==> src/rtl/csd_pkg.sv <==
package csd_pkg;

  // One character of the search window, wide enough for 16-bit text.
  typedef logic [15:0] char_t;

  // Number of pattern characters that the registers can hold.
  localparam int unsigned PATTERN_SLOTS = 16;

  // Byte-order mark of little-endian 16-bit text, in arrival order.
  localparam logic [7:0] MARK_FIRST  = 8'hFF;
  localparam logic [7:0] MARK_SECOND = 8'hFE;

  // Case folding of the letters A to Z.
  localparam char_t UPPER_A     = 16'h0041;
  localparam char_t UPPER_Z     = 16'h005A;
  localparam char_t CASE_OFFSET = 16'd32;

  // Progress through the head of a file.
  typedef enum logic [2:0] {
    HEAD_FIRST  = 3'b001,
    HEAD_SECOND = 3'b010,
    HEAD_BODY   = 3'b100
  } head_e;

  // Register indexes of the configuration port.
  typedef enum logic [2:0] {
    REG_NARROW_LEN = 3'd0,
    REG_NARROW_LO  = 3'd1,
    REG_NARROW_HI  = 3'd2,
    REG_WIDE_LEN   = 3'd3,
    REG_WIDE_0     = 3'd4,
    REG_WIDE_1     = 3'd5,
    REG_WIDE_2     = 3'd6,
    REG_WIDE_3     = 3'd7
  } cfg_reg_e;

  // Shift control that runs along the row of window cells.
  typedef struct packed {
    logic shift_one;
    logic shift_two;
  } cell_ctrl_t;

  // Folds an upper-case letter to lower case and leaves anything else alone.
  function automatic char_t fold_char(input char_t c);
    fold_char = ((c >= UPPER_A) && (c <= UPPER_Z)) ? (c + CASE_OFFSET) : c;
  endfunction

endpackage

==> src/rtl/caseless_substring_detector.sv <==
// Accepts one file byte per clock cycle, back to back, while the input is not stalled.
// The result of a file is loaded into the output register when its last byte
// is accepted; the window compare of all cells is combinational.
// Input stall rises only while a result is held and the output is stalled.
// Reset is asynchronous and active low; it clears the registers, the per-file
// state and the output valid. No clearing pass is needed after reset.
module caseless_substring_detector import csd_pkg::*; #(
  parameter int unsigned MAX_PATTERN = 16
) (
  input  logic        clk_i,
  input  logic        rst_ni,
  // byte input
  input  logic        in_valid_i,
  output logic        in_stall_o,
  input  logic [7:0]  data_byte_i,
  input  logic        end_of_file_i,
  // result output
  output logic        out_valid_o,
  input  logic        out_stall_i,
  output logic        text_found_o,
  output logic        was_wide_o,
  // configuration port
  input  logic        psel,
  input  logic        penable,
  input  logic        pwrite,
  input  logic [5:0]  paddr,
  input  logic [63:0] pwdata,
  output logic [63:0] prdata,
  output logic        pready
);

  localparam int unsigned CntW     = $clog2(MAX_PATTERN + 1);
  localparam logic [CntW-1:0] SEEN_MAX = CntW'(MAX_PATTERN);
  localparam logic [CntW-1:0] SEEN_TWO = CntW'((MAX_PATTERN >= 2) ? 2 : 1);

  // Configuration registers.
  logic [4:0]  narrow_len_q, wide_len_q;
  logic [63:0] narrow_lo_q, narrow_hi_q;
  logic [63:0] wide_pat_q [4];

  // Per-file state.
  head_e           head_q, head_d;
  logic [7:0]      first_q, first_d;
  logic            wide_q, wide_d;
  logic            phase_q, phase_d;
  logic [7:0]      low_q, low_d;
  logic [CntW-1:0] seen_q, seen_d;
  logic            found_q, found_d;

  // Output register.
  logic out_valid_q, text_found_q, was_wide_q;

  logic       in_accept, cfg_write;
  logic       feed, head_hit, len_ok, hit;
  char_t      feed_a, feed_b;
  cell_ctrl_t ctrl;
  logic [4:0] cur_len;

  char_t pat_chars [PATTERN_SLOTS];
  char_t chain [MAX_PATTERN + 2];
  logic [MAX_PATTERN-1:0] match;

  assign in_stall_o = out_valid_q && out_stall_i;
  assign in_accept  = in_valid_i && !in_stall_o;
  assign cfg_write  = psel && penable && pwrite && pready;
  assign pready     = 1'b1;

  // Register writes; the length registers keep five bits.
  always_ff @(posedge clk_i or negedge rst_ni) begin
    if (!rst_ni) begin
      narrow_len_q <= '0;
      narrow_lo_q  <= '0;
      narrow_hi_q  <= '0;
      wide_len_q   <= '0;
      for (int r = 0; r < 4; r++) begin
        wide_pat_q[r] <= '0;
      end
    end else if (cfg_write) begin
      unique case (cfg_reg_e'(paddr[5:3]))
        REG_NARROW_LEN: narrow_len_q  <= pwdata[4:0];
        REG_NARROW_LO:  narrow_lo_q   <= pwdata;
        REG_NARROW_HI:  narrow_hi_q   <= pwdata;
        REG_WIDE_LEN:   wide_len_q    <= pwdata[4:0];
        REG_WIDE_0:     wide_pat_q[0] <= pwdata;
        REG_WIDE_1:     wide_pat_q[1] <= pwdata;
        REG_WIDE_2:     wide_pat_q[2] <= pwdata;
        REG_WIDE_3:     wide_pat_q[3] <= pwdata;
      endcase
    end
  end

  // Register reads.
  always_comb begin
    unique case (cfg_reg_e'(paddr[5:3]))
      REG_NARROW_LEN: prdata = {59'd0, narrow_len_q};
      REG_NARROW_LO:  prdata = narrow_lo_q;
      REG_NARROW_HI:  prdata = narrow_hi_q;
      REG_WIDE_LEN:   prdata = {59'd0, wide_len_q};
      REG_WIDE_0:     prdata = wide_pat_q[0];
      REG_WIDE_1:     prdata = wide_pat_q[1];
      REG_WIDE_2:     prdata = wide_pat_q[2];
      REG_WIDE_3:     prdata = wide_pat_q[3];
    endcase
  end

  // Pattern characters of the current mode, character 0 first.
  for (genvar k = 0; k < PATTERN_SLOTS; k++) begin : g_pat
    logic [7:0] narrow_char;
    if (k < 8) begin : g_lo
      assign narrow_char = narrow_lo_q[8*k +: 8];
    end else begin : g_hi
      assign narrow_char = narrow_hi_q[8*(k-8) +: 8];
    end
    assign pat_chars[k] = wide_q ? wide_pat_q[k/4][16*(k%4) +: 16] : {8'd0, narrow_char};
  end

  assign cur_len = wide_q ? wide_len_q : narrow_len_q;

  // Head decoding, byte pairing and the characters fed into the window.
  always_comb begin
    head_d   = head_q;
    first_d  = first_q;
    wide_d   = wide_q;
    phase_d  = phase_q;
    low_d    = low_q;
    feed     = 1'b0;
    ctrl     = '0;
    feed_a   = fold_char({8'd0, data_byte_i});
    feed_b   = fold_char({8'd0, data_byte_i});
    head_hit = 1'b0;
    seen_d   = seen_q;
    unique case (head_q)
      HEAD_FIRST: begin
        first_d = data_byte_i;
        head_d  = HEAD_SECOND;
        if (end_of_file_i) begin
          feed           = 1'b1;
          ctrl.shift_one = 1'b1;
        end
      end
      HEAD_SECOND: begin
        head_d = HEAD_BODY;
        if ((first_q == MARK_FIRST) && (data_byte_i == MARK_SECOND)) begin
          wide_d = 1'b1;
        end else begin
          // Both head bytes enter at once; the first gets its own compare.
          feed           = 1'b1;
          ctrl.shift_two = 1'b1;
          feed_a         = fold_char({8'd0, first_q});
          head_hit       = (narrow_len_q == 5'd1) && (feed_a == pat_chars[0]);
        end
      end
      HEAD_BODY: begin
        if (wide_q) begin
          if (!phase_q) begin
            low_d   = data_byte_i;
            phase_d = 1'b1;
          end else begin
            phase_d        = 1'b0;
            feed           = 1'b1;
            ctrl.shift_one = 1'b1;
            feed_a         = fold_char({data_byte_i, low_q});
          end
        end else begin
          feed           = 1'b1;
          ctrl.shift_one = 1'b1;
        end
      end
      default: begin
        head_d = HEAD_FIRST;
      end
    endcase
    if (!in_accept) begin
      ctrl = '0;
      feed = 1'b0;
    end
    if (feed) begin
      if (ctrl.shift_two) begin
        seen_d = SEEN_TWO;
      end else if (seen_q != SEEN_MAX) begin
        seen_d = seen_q + CntW'(1);
      end
    end
  end

  // Head of the chain: second fed character, then first, then the cells.
  assign chain[0] = feed_b;
  assign chain[1] = feed_a;

  // Row of window cells, newest character in cell 0.
  for (genvar i = 0; i < MAX_PATTERN; i++) begin : g_cell
    logic  active;
    char_t expect_char;
    if (i < PATTERN_SLOTS) begin : g_cmp
      logic [3:0] diff;
      assign active      = cur_len > 5'(i);
      assign diff        = 4'(cur_len - 5'(i) - 5'd1);
      assign expect_char = pat_chars[diff];
    end else begin : g_nocmp
      assign active      = 1'b0;
      assign expect_char = '0;
    end
    csd_cell u_cell (
      .clk_i      (clk_i),
      .rst_ni     (rst_ni),
      .ctrl_i     (ctrl),
      .prev_one_i (chain[i+1]),
      .prev_two_i (chain[i]),
      .active_i   (active),
      .expect_i   (expect_char),
      .char_o     (chain[i+2]),
      .match_o    (match[i])
    );
  end

  // A hit needs a usable length and enough characters seen.
  assign len_ok = (cur_len != 5'd0) && (32'(cur_len) <= MAX_PATTERN) &&
                  (cur_len <= 5'(PATTERN_SLOTS)) && (32'(cur_len) <= 32'(seen_d));
  assign hit     = feed && ((len_ok && (&match)) || head_hit);
  assign found_d = found_q || hit;

  // Per-file state, cleared after the last byte.
  always_ff @(posedge clk_i or negedge rst_ni) begin
    if (!rst_ni) begin
      head_q  <= HEAD_FIRST;
      first_q <= '0;
      wide_q  <= 1'b0;
      phase_q <= 1'b0;
      low_q   <= '0;
      seen_q  <= '0;
      found_q <= 1'b0;
    end else if (in_accept) begin
      if (end_of_file_i) begin
        head_q  <= HEAD_FIRST;
        first_q <= '0;
        wide_q  <= 1'b0;
        phase_q <= 1'b0;
        low_q   <= '0;
        seen_q  <= '0;
        found_q <= 1'b0;
      end else begin
        head_q  <= head_d;
        first_q <= first_d;
        wide_q  <= wide_d;
        phase_q <= phase_d;
        low_q   <= low_d;
        seen_q  <= seen_d;
        found_q <= found_d;
      end
    end
  end

  // Output register holding one result transaction.
  always_ff @(posedge clk_i or negedge rst_ni) begin
    if (!rst_ni) begin
      out_valid_q <= 1'b0;
    end else if (in_accept && end_of_file_i) begin
      out_valid_q <= 1'b1;
    end else if (!out_stall_i) begin
      out_valid_q <= 1'b0;
    end
  end

  always_ff @(posedge clk_i) begin
    if (in_accept && end_of_file_i) begin
      text_found_q <= found_d;
      was_wide_q   <= wide_d;
    end
  end

  assign out_valid_o  = out_valid_q;
  assign text_found_o = text_found_q;
  assign was_wide_o   = was_wide_q;

endmodule

==> src/rtl/csd_cell.sv <==
module csd_cell import csd_pkg::*; (
  input  logic       clk_i,
  input  logic       rst_ni,
  input  cell_ctrl_t ctrl_i,
  input  char_t      prev_one_i,
  input  char_t      prev_two_i,
  input  logic       active_i,
  input  char_t      expect_i,
  output char_t      char_o,
  output logic       match_o
);

  char_t char_q, char_d;

  // The cell takes the character one or two places behind it, or holds.
  always_comb begin
    priority if (ctrl_i.shift_two) begin
      char_d = prev_two_i;
    end else if (ctrl_i.shift_one) begin
      char_d = prev_one_i;
    end else begin
      char_d = char_q;
    end
  end

  always_ff @(posedge clk_i or negedge rst_ni) begin
    if (!rst_ni) begin
      char_q <= '0;
    end else begin
      char_q <= char_d;
    end
  end

  // A cell beyond the pattern length never blocks a hit.
  assign match_o = !active_i || (char_d == expect_i);
  assign char_o  = char_q;

endmodule

==> config.mk <==
export PLATFORM = sky130hd
export DESIGN_NAME = caseless_substring_detector
export DESIGN_NICKNAME = d
export VERILOG_FILES = /design/src/rtl/csd_pkg.sv /design/src/rtl/caseless_substring_detector.sv /design/src/rtl/csd_cell.sv
export SDC_FILE = /design/constraint.sdc
export NUM_CORES = 2
export LEC_CHECK = 0
export ABC_CLOCK_PERIOD_IN_PS = 16329
export BUFFER_PORTS_ARGS = -buffer_cell sky130_fd_sc_hd__buf_4
export CAP_MARGIN = 25
export CELL_PAD_IN_SITES_DETAIL_PLACEMENT = 0
export CELL_PAD_IN_SITES_GLOBAL_PLACEMENT = 1
export CORE_ASPECT_RATIO = 1.5
export CORE_UTILIZATION = 55
export DETAILED_ROUTE_END_ITERATION = 6
export HOLD_SLACK_MARGIN = 0.12
export PLACE_DENSITY_LB_ADDON = 0.05
export SLEW_MARGIN = 10
export SYNTH_ARGS = -nofsm -noshare
export SYNTH_HDL_FRONTEND = slang
export SYNTH_SLANG_ARGS = --single-unit
==> constraint.sdc <==
create_clock -name clk_i -period 16.33 [get_ports clk_i]
set_clock_uncertainty 0.2 [all_clocks]
set_input_delay 0.8165 -clock clk_i [delete_from_list [all_inputs] [get_ports clk_i]]
set_output_delay 0.8165 -clock clk_i [all_outputs]
set_load 0.02 [all_outputs]
==> results.toml <==
[outcome]
status = "completed"

[cells_and_area]
finalNetCount = 4757
layout_common_cells = "674 x sky130_fd_sc_hd__dfrtp_1, 593 x sky130_fd_sc_hd__mux2i_1, 505 x sky130_fd_sc_hd__mux2_2"
final_layout_size_suffix_gt1_frac = 0.246
layout_commonest_cell = "sky130_fd_sc_hd__dfrtp_1"
flow.area_growth_from_synthesis_pct = 9.21
antennaDiodeCount = 0
finish.instance_area_um2 = 54000

[setup_path]
worst_setup_path_end_kind = "flip-flop"
timing.critical_path.fanout_max = 55
type_of_the_worst_setup_path = "flip-flop to flip-flop"
worst_setup_path_start_kind = "flip-flop"
crit_arrival_ns = 9.05
cp.required_ns = 16.63

[sta]
rsz0062_at_grt = "no"
setup_total_neg_slack_ns = 0
max-slew-margin-rel = 0.249
fmaxAchievable_mhz = 114
max_slew_violation_total_from_the_final_report = 0
transition_time_at_the_pin_with_the_least_slew_margin_ns = 1.10
finalCriticalPeriod_ns = 8.75
setup_viol_count_final = 0
hold_violations = 0
final_worst_path_period_share = 0.536
fin_hold_ws_ns = 0.224

[synth]
syn_area_per_cell_um2 = 10.5
synth_ff_type = "sky130_fd_sc_hd__dfrtp_1"
postSynthRegisterBits = 680
synth-seq-area-share = 0.344
yosys_warnings = 0
synth-async-reset-ratio = 0.997
netlist_area_um2 = 49500
postSynthNetCount = 4813
post_synthesis_cell_count = 4702
post_synth_edffs = 2
synth_cell_types = 85

[placement]
placement.cell_area_um2 = 51500
gp_congestion = 0.987
portBuffers = 150
place.detailed.hpwl_mm = 148

[pwr]
clkPwrFrac = 0.197
switching_share = 0.453
p_sw_mw = 4.05
cellPowerDensity_nw_per_um2 = 165
total_leakage_power_nw = 22.4
power_frac_seq = 0.291
vdd_ir_drop_max_v = 0.000104
power_frac_comb = 0.512
cellInternalPower_mw = 4.89

[route]
post_drt_wl_per_cell_um = 33.8
num_vias = 42006
drcViolationCount = 0
routed_wl_mm = 198
drt_pass1_iterations = 7
ant_nets = 0
viasPerCell = 7.17
detailedRoute.firstIterationViolations = 4968

[clocking]
clk_root_buffer_cell = "sky130_fd_sc_hd__clkbuf_16"
tritoncts_clock_tree = "built"
h_tree_levels = 3
number_of_clock_sinks_seen_by_cts = 680
cts_setup_buffers = 0
clk_path_buf_depth = 3
clkLatencyLatePin_ns = 0.67
tritoncts_buffers = 72
path_clk_slew_ns = 0.06

[global_route]
grt_first_pass_wirelength_mm = 283
number_of_antenna_violations_at_the_first_check_in_global_routing = 2
via_count_of_the_first_global_routing_pass = 39385
grt_overflow = 0
maximum_number_of_pins_on_one_net_before_global_route_repair = 177
grt_use_total = 0.432

[worst_hold_path]
worstHoldPathType = "input port to flip-flop"

[floorplanning]
die_h_um = 369
dieArea_um2 = 91200
rows = 134
fp.dieW_um = 247
core_um2 = 89000
initial_utilization = 0.556
pin_count = 155

[job]
timing.max_cap.violations = 0
[critical path, stage by stage (launching register included)]
cell	delay, ns
sky130_fd_sc_hd__dfrtp_4	0.92
sky130_fd_sc_hd__mux2i_4	0.33
sky130_fd_sc_hd__buf_4	0.56
sky130_fd_sc_hd__buf_4	0.67
sky130_fd_sc_hd__inv_4	0.50
sky130_fd_sc_hd__ha_1	0.55
sky130_fd_sc_hd__xnor2_1	0.76
sky130_fd_sc_hd__buf_4	0.32
sky130_fd_sc_hd__nand2_1	0.24
sky130_fd_sc_hd__o221ai_1	0.34
sky130_fd_sc_hd__o211ai_1	0.17
sky130_fd_sc_hd__a211oi_1	0.39
sky130_fd_sc_hd__o221ai_1	0.29
sky130_fd_sc_hd__nor4_1	0.61
sky130_fd_sc_hd__nand3_1	0.27
sky130_fd_sc_hd__or4_1	0.46
sky130_fd_sc_hd__nor3_1	0.19
sky130_fd_sc_hd__o2111ai_1	0.44
sky130_fd_sc_hd__nand2_1	0.23
[cell type report]
| cell class | instances | area (µm²) |
|---|---|---|
| Timing Repair Buffer | 260 | 1990 |
| Clock inverter | 31 | 405 |
| Sequential cell | 680 | 17000 |
| Clock buffer | 100 | 2090 |
| Inverter | 136 | 515 |
| Tap cell | 1156 | 1450 |
| Fill cell | 7614 | 35000 |
| Multi-Input combinational cell | 3496 | 30500 |
[registers in the layout, indices dropped and copies added (netlist names)]
name / flops
g_cell.u_cell.char_o: 256
wide_pat_q: 256
narrow_hi_q: 64
narrow_lo_q: 64
first_q: 8
low_q: 8
narrow_len_q: 5
seen_q: 5
wide_len_q: 5
head_q: 3
found_q: 1
out_valid_o: 1
phase_q: 1
text_found_o: 1
was_wide_o: 1
wide_q: 1
[stage by stage]
step,setup WS (ns),power (mW),instances,utilization
2_1_floorplan,10.50,5.36,4702,-
3_3_place_gp,7.86,6.98,5719,0.578
3_5_place_dp,7.81,7.05,5722,0.578
4_1_cts,7.76,8.81,5854,0.606
5_1_grt,7.49,9.22,5859,0.607
6_report,7.58,8.94,5859,0.607
[kinds of logic after synthesis]
kind of cell               after synthesis  share of synthesized area
and+or+nand+nor                        921                     0.0880
adders and majority gates               25                    0.00632
AOI/OAI and AO/OA                      995                      0.143
other                                    1                  0.0000758
buffers and inverters                  526                     0.0445
DFF                                    680                      0.344
muxes                                 1309                      0.330
xor gates and xnor gates               245                     0.0435
[cell usage after synthesis (8+ instances only)]
cell                       count  area share
sky130_fd_sc_hd__o22a_1       10      0.0018
sky130_fd_sc_hd__nand3_1     181       0.018
sky130_fd_sc_hd__buf_4        12      0.0018
sky130_fd_sc_hd__o311ai_0     27      0.0048
sky130_fd_sc_hd__o22ai_1      87       0.011
sky130_fd_sc_hd__nand2_1     349       0.026
sky130_fd_sc_hd__xnor2_1     134       0.024
sky130_fd_sc_hd__buf_1        51      0.0039
sky130_fd_sc_hd__ha_1         25      0.0063
sky130_fd_sc_hd__mux4_2      207       0.094
sky130_fd_sc_hd__or4_1         8      0.0012
sky130_fd_sc_hd__nand2b_1     14      0.0018
sky130_fd_sc_hd__a32oi_1      17      0.0030
sky130_fd_sc_hd__xor2_1      110       0.019
sky130_fd_sc_hd__a21oi_1     110       0.011
sky130_fd_sc_hd__a22o_1       40      0.0071
sky130_fd_sc_hd__a221o_1      29      0.0059
sky130_fd_sc_hd__a32o_1       14      0.0028
sky130_fd_sc_hd__or3_1        12      0.0015
sky130_fd_sc_hd__o211ai_1     63      0.0096
sky130_fd_sc_hd__a31oi_1      23      0.0029
sky130_fd_sc_hd__a22oi_1     291       0.044
sky130_fd_sc_hd__o311a_1       8      0.0016
sky130_fd_sc_hd__o221ai_1     14      0.0025
sky130_fd_sc_hd__a221oi_1     18      0.0032
sky130_fd_sc_hd__mux2i_1     597        0.12
sky130_fd_sc_hd__nor2_1      131      0.0099
sky130_fd_sc_hd__dfrtp_1     677        0.34
sky130_fd_sc_hd__nand4_1      59      0.0075
sky130_fd_sc_hd__and2_1       10      0.0013
sky130_fd_sc_hd__inv_1       129      0.0098
sky130_fd_sc_hd__nor4_1       35      0.0044
sky130_fd_sc_hd__buf_2       132       0.013
sky130_fd_sc_hd__nor2b_1      14      0.0018
sky130_fd_sc_hd__o21ai_0     140       0.014
sky130_fd_sc_hd__clkbuf_1    192       0.015
sky130_fd_sc_hd__mux2_2      505        0.11
sky130_fd_sc_hd__and3_1       35      0.0044
sky130_fd_sc_hd__a211oi_1     18      0.0027
sky130_fd_sc_hd__nor3_1       38      0.0038
[what timing repair did]
item	CTS	global route
gates resized for setup	0	0
hold buffers	1	0
endpoints found under the hold margin	112	0
[worst paths after layout]
kind                                                        startpoint                                endpoint  slack, ns  cells past startpoint
worst max register to register                      wide_q$_DFFE_PN0P_                  text_found_o$_DFFE_PP_       7.58                     18
worst max-delay path                                wide_q$_DFFE_PN0P_                  text_found_o$_DFFE_PP_       7.58                     18
worst min register to register  g_cell[14].u_cell.char_o[11]$_DFF_PN0_  g_cell[14].u_cell.char_o[11]$_DFF_PN0_       0.31                      2
max in group asynchronous                                       rst_ni             wide_pat_q[106]$_DFFE_PN0P_      12.29                      5
worst min-delay path                                        pwdata[20]             wide_pat_q[148]$_DFFE_PN0P_       0.22                      2
min in group asynchronous                                       rst_ni                     phase_q$_DFFE_PN0P_       0.56                      2
[power by group through the flow]
stage	sequential [mW]	combinational, mW	clock (mW)
after floorplan	2.40	2.96	0
after global placement	2.59	4.38	0
after detailed placement	2.61	4.43	0
after CTS	2.58	4.45	1.78
after global routing	2.64	4.74	1.84
final	2.60	4.57	1.76
[metal layers]
metal / GRT usage / vias to the layer above / wire, µm / share of wire
li1: - / 17902 / - / -
met1: 0.587 / 21383 / 78300 / 0.40
met2: 0.641 / 2329 / 87400 / 0.44
met3: 0.0565 / 390 / 16400 / 0.083
met4: 0.295 / 2 / 15700 / 0.079
met5: 0 / - / 13 / 0.000066
No activity file was read; power rests on OpenSTA's default activity.
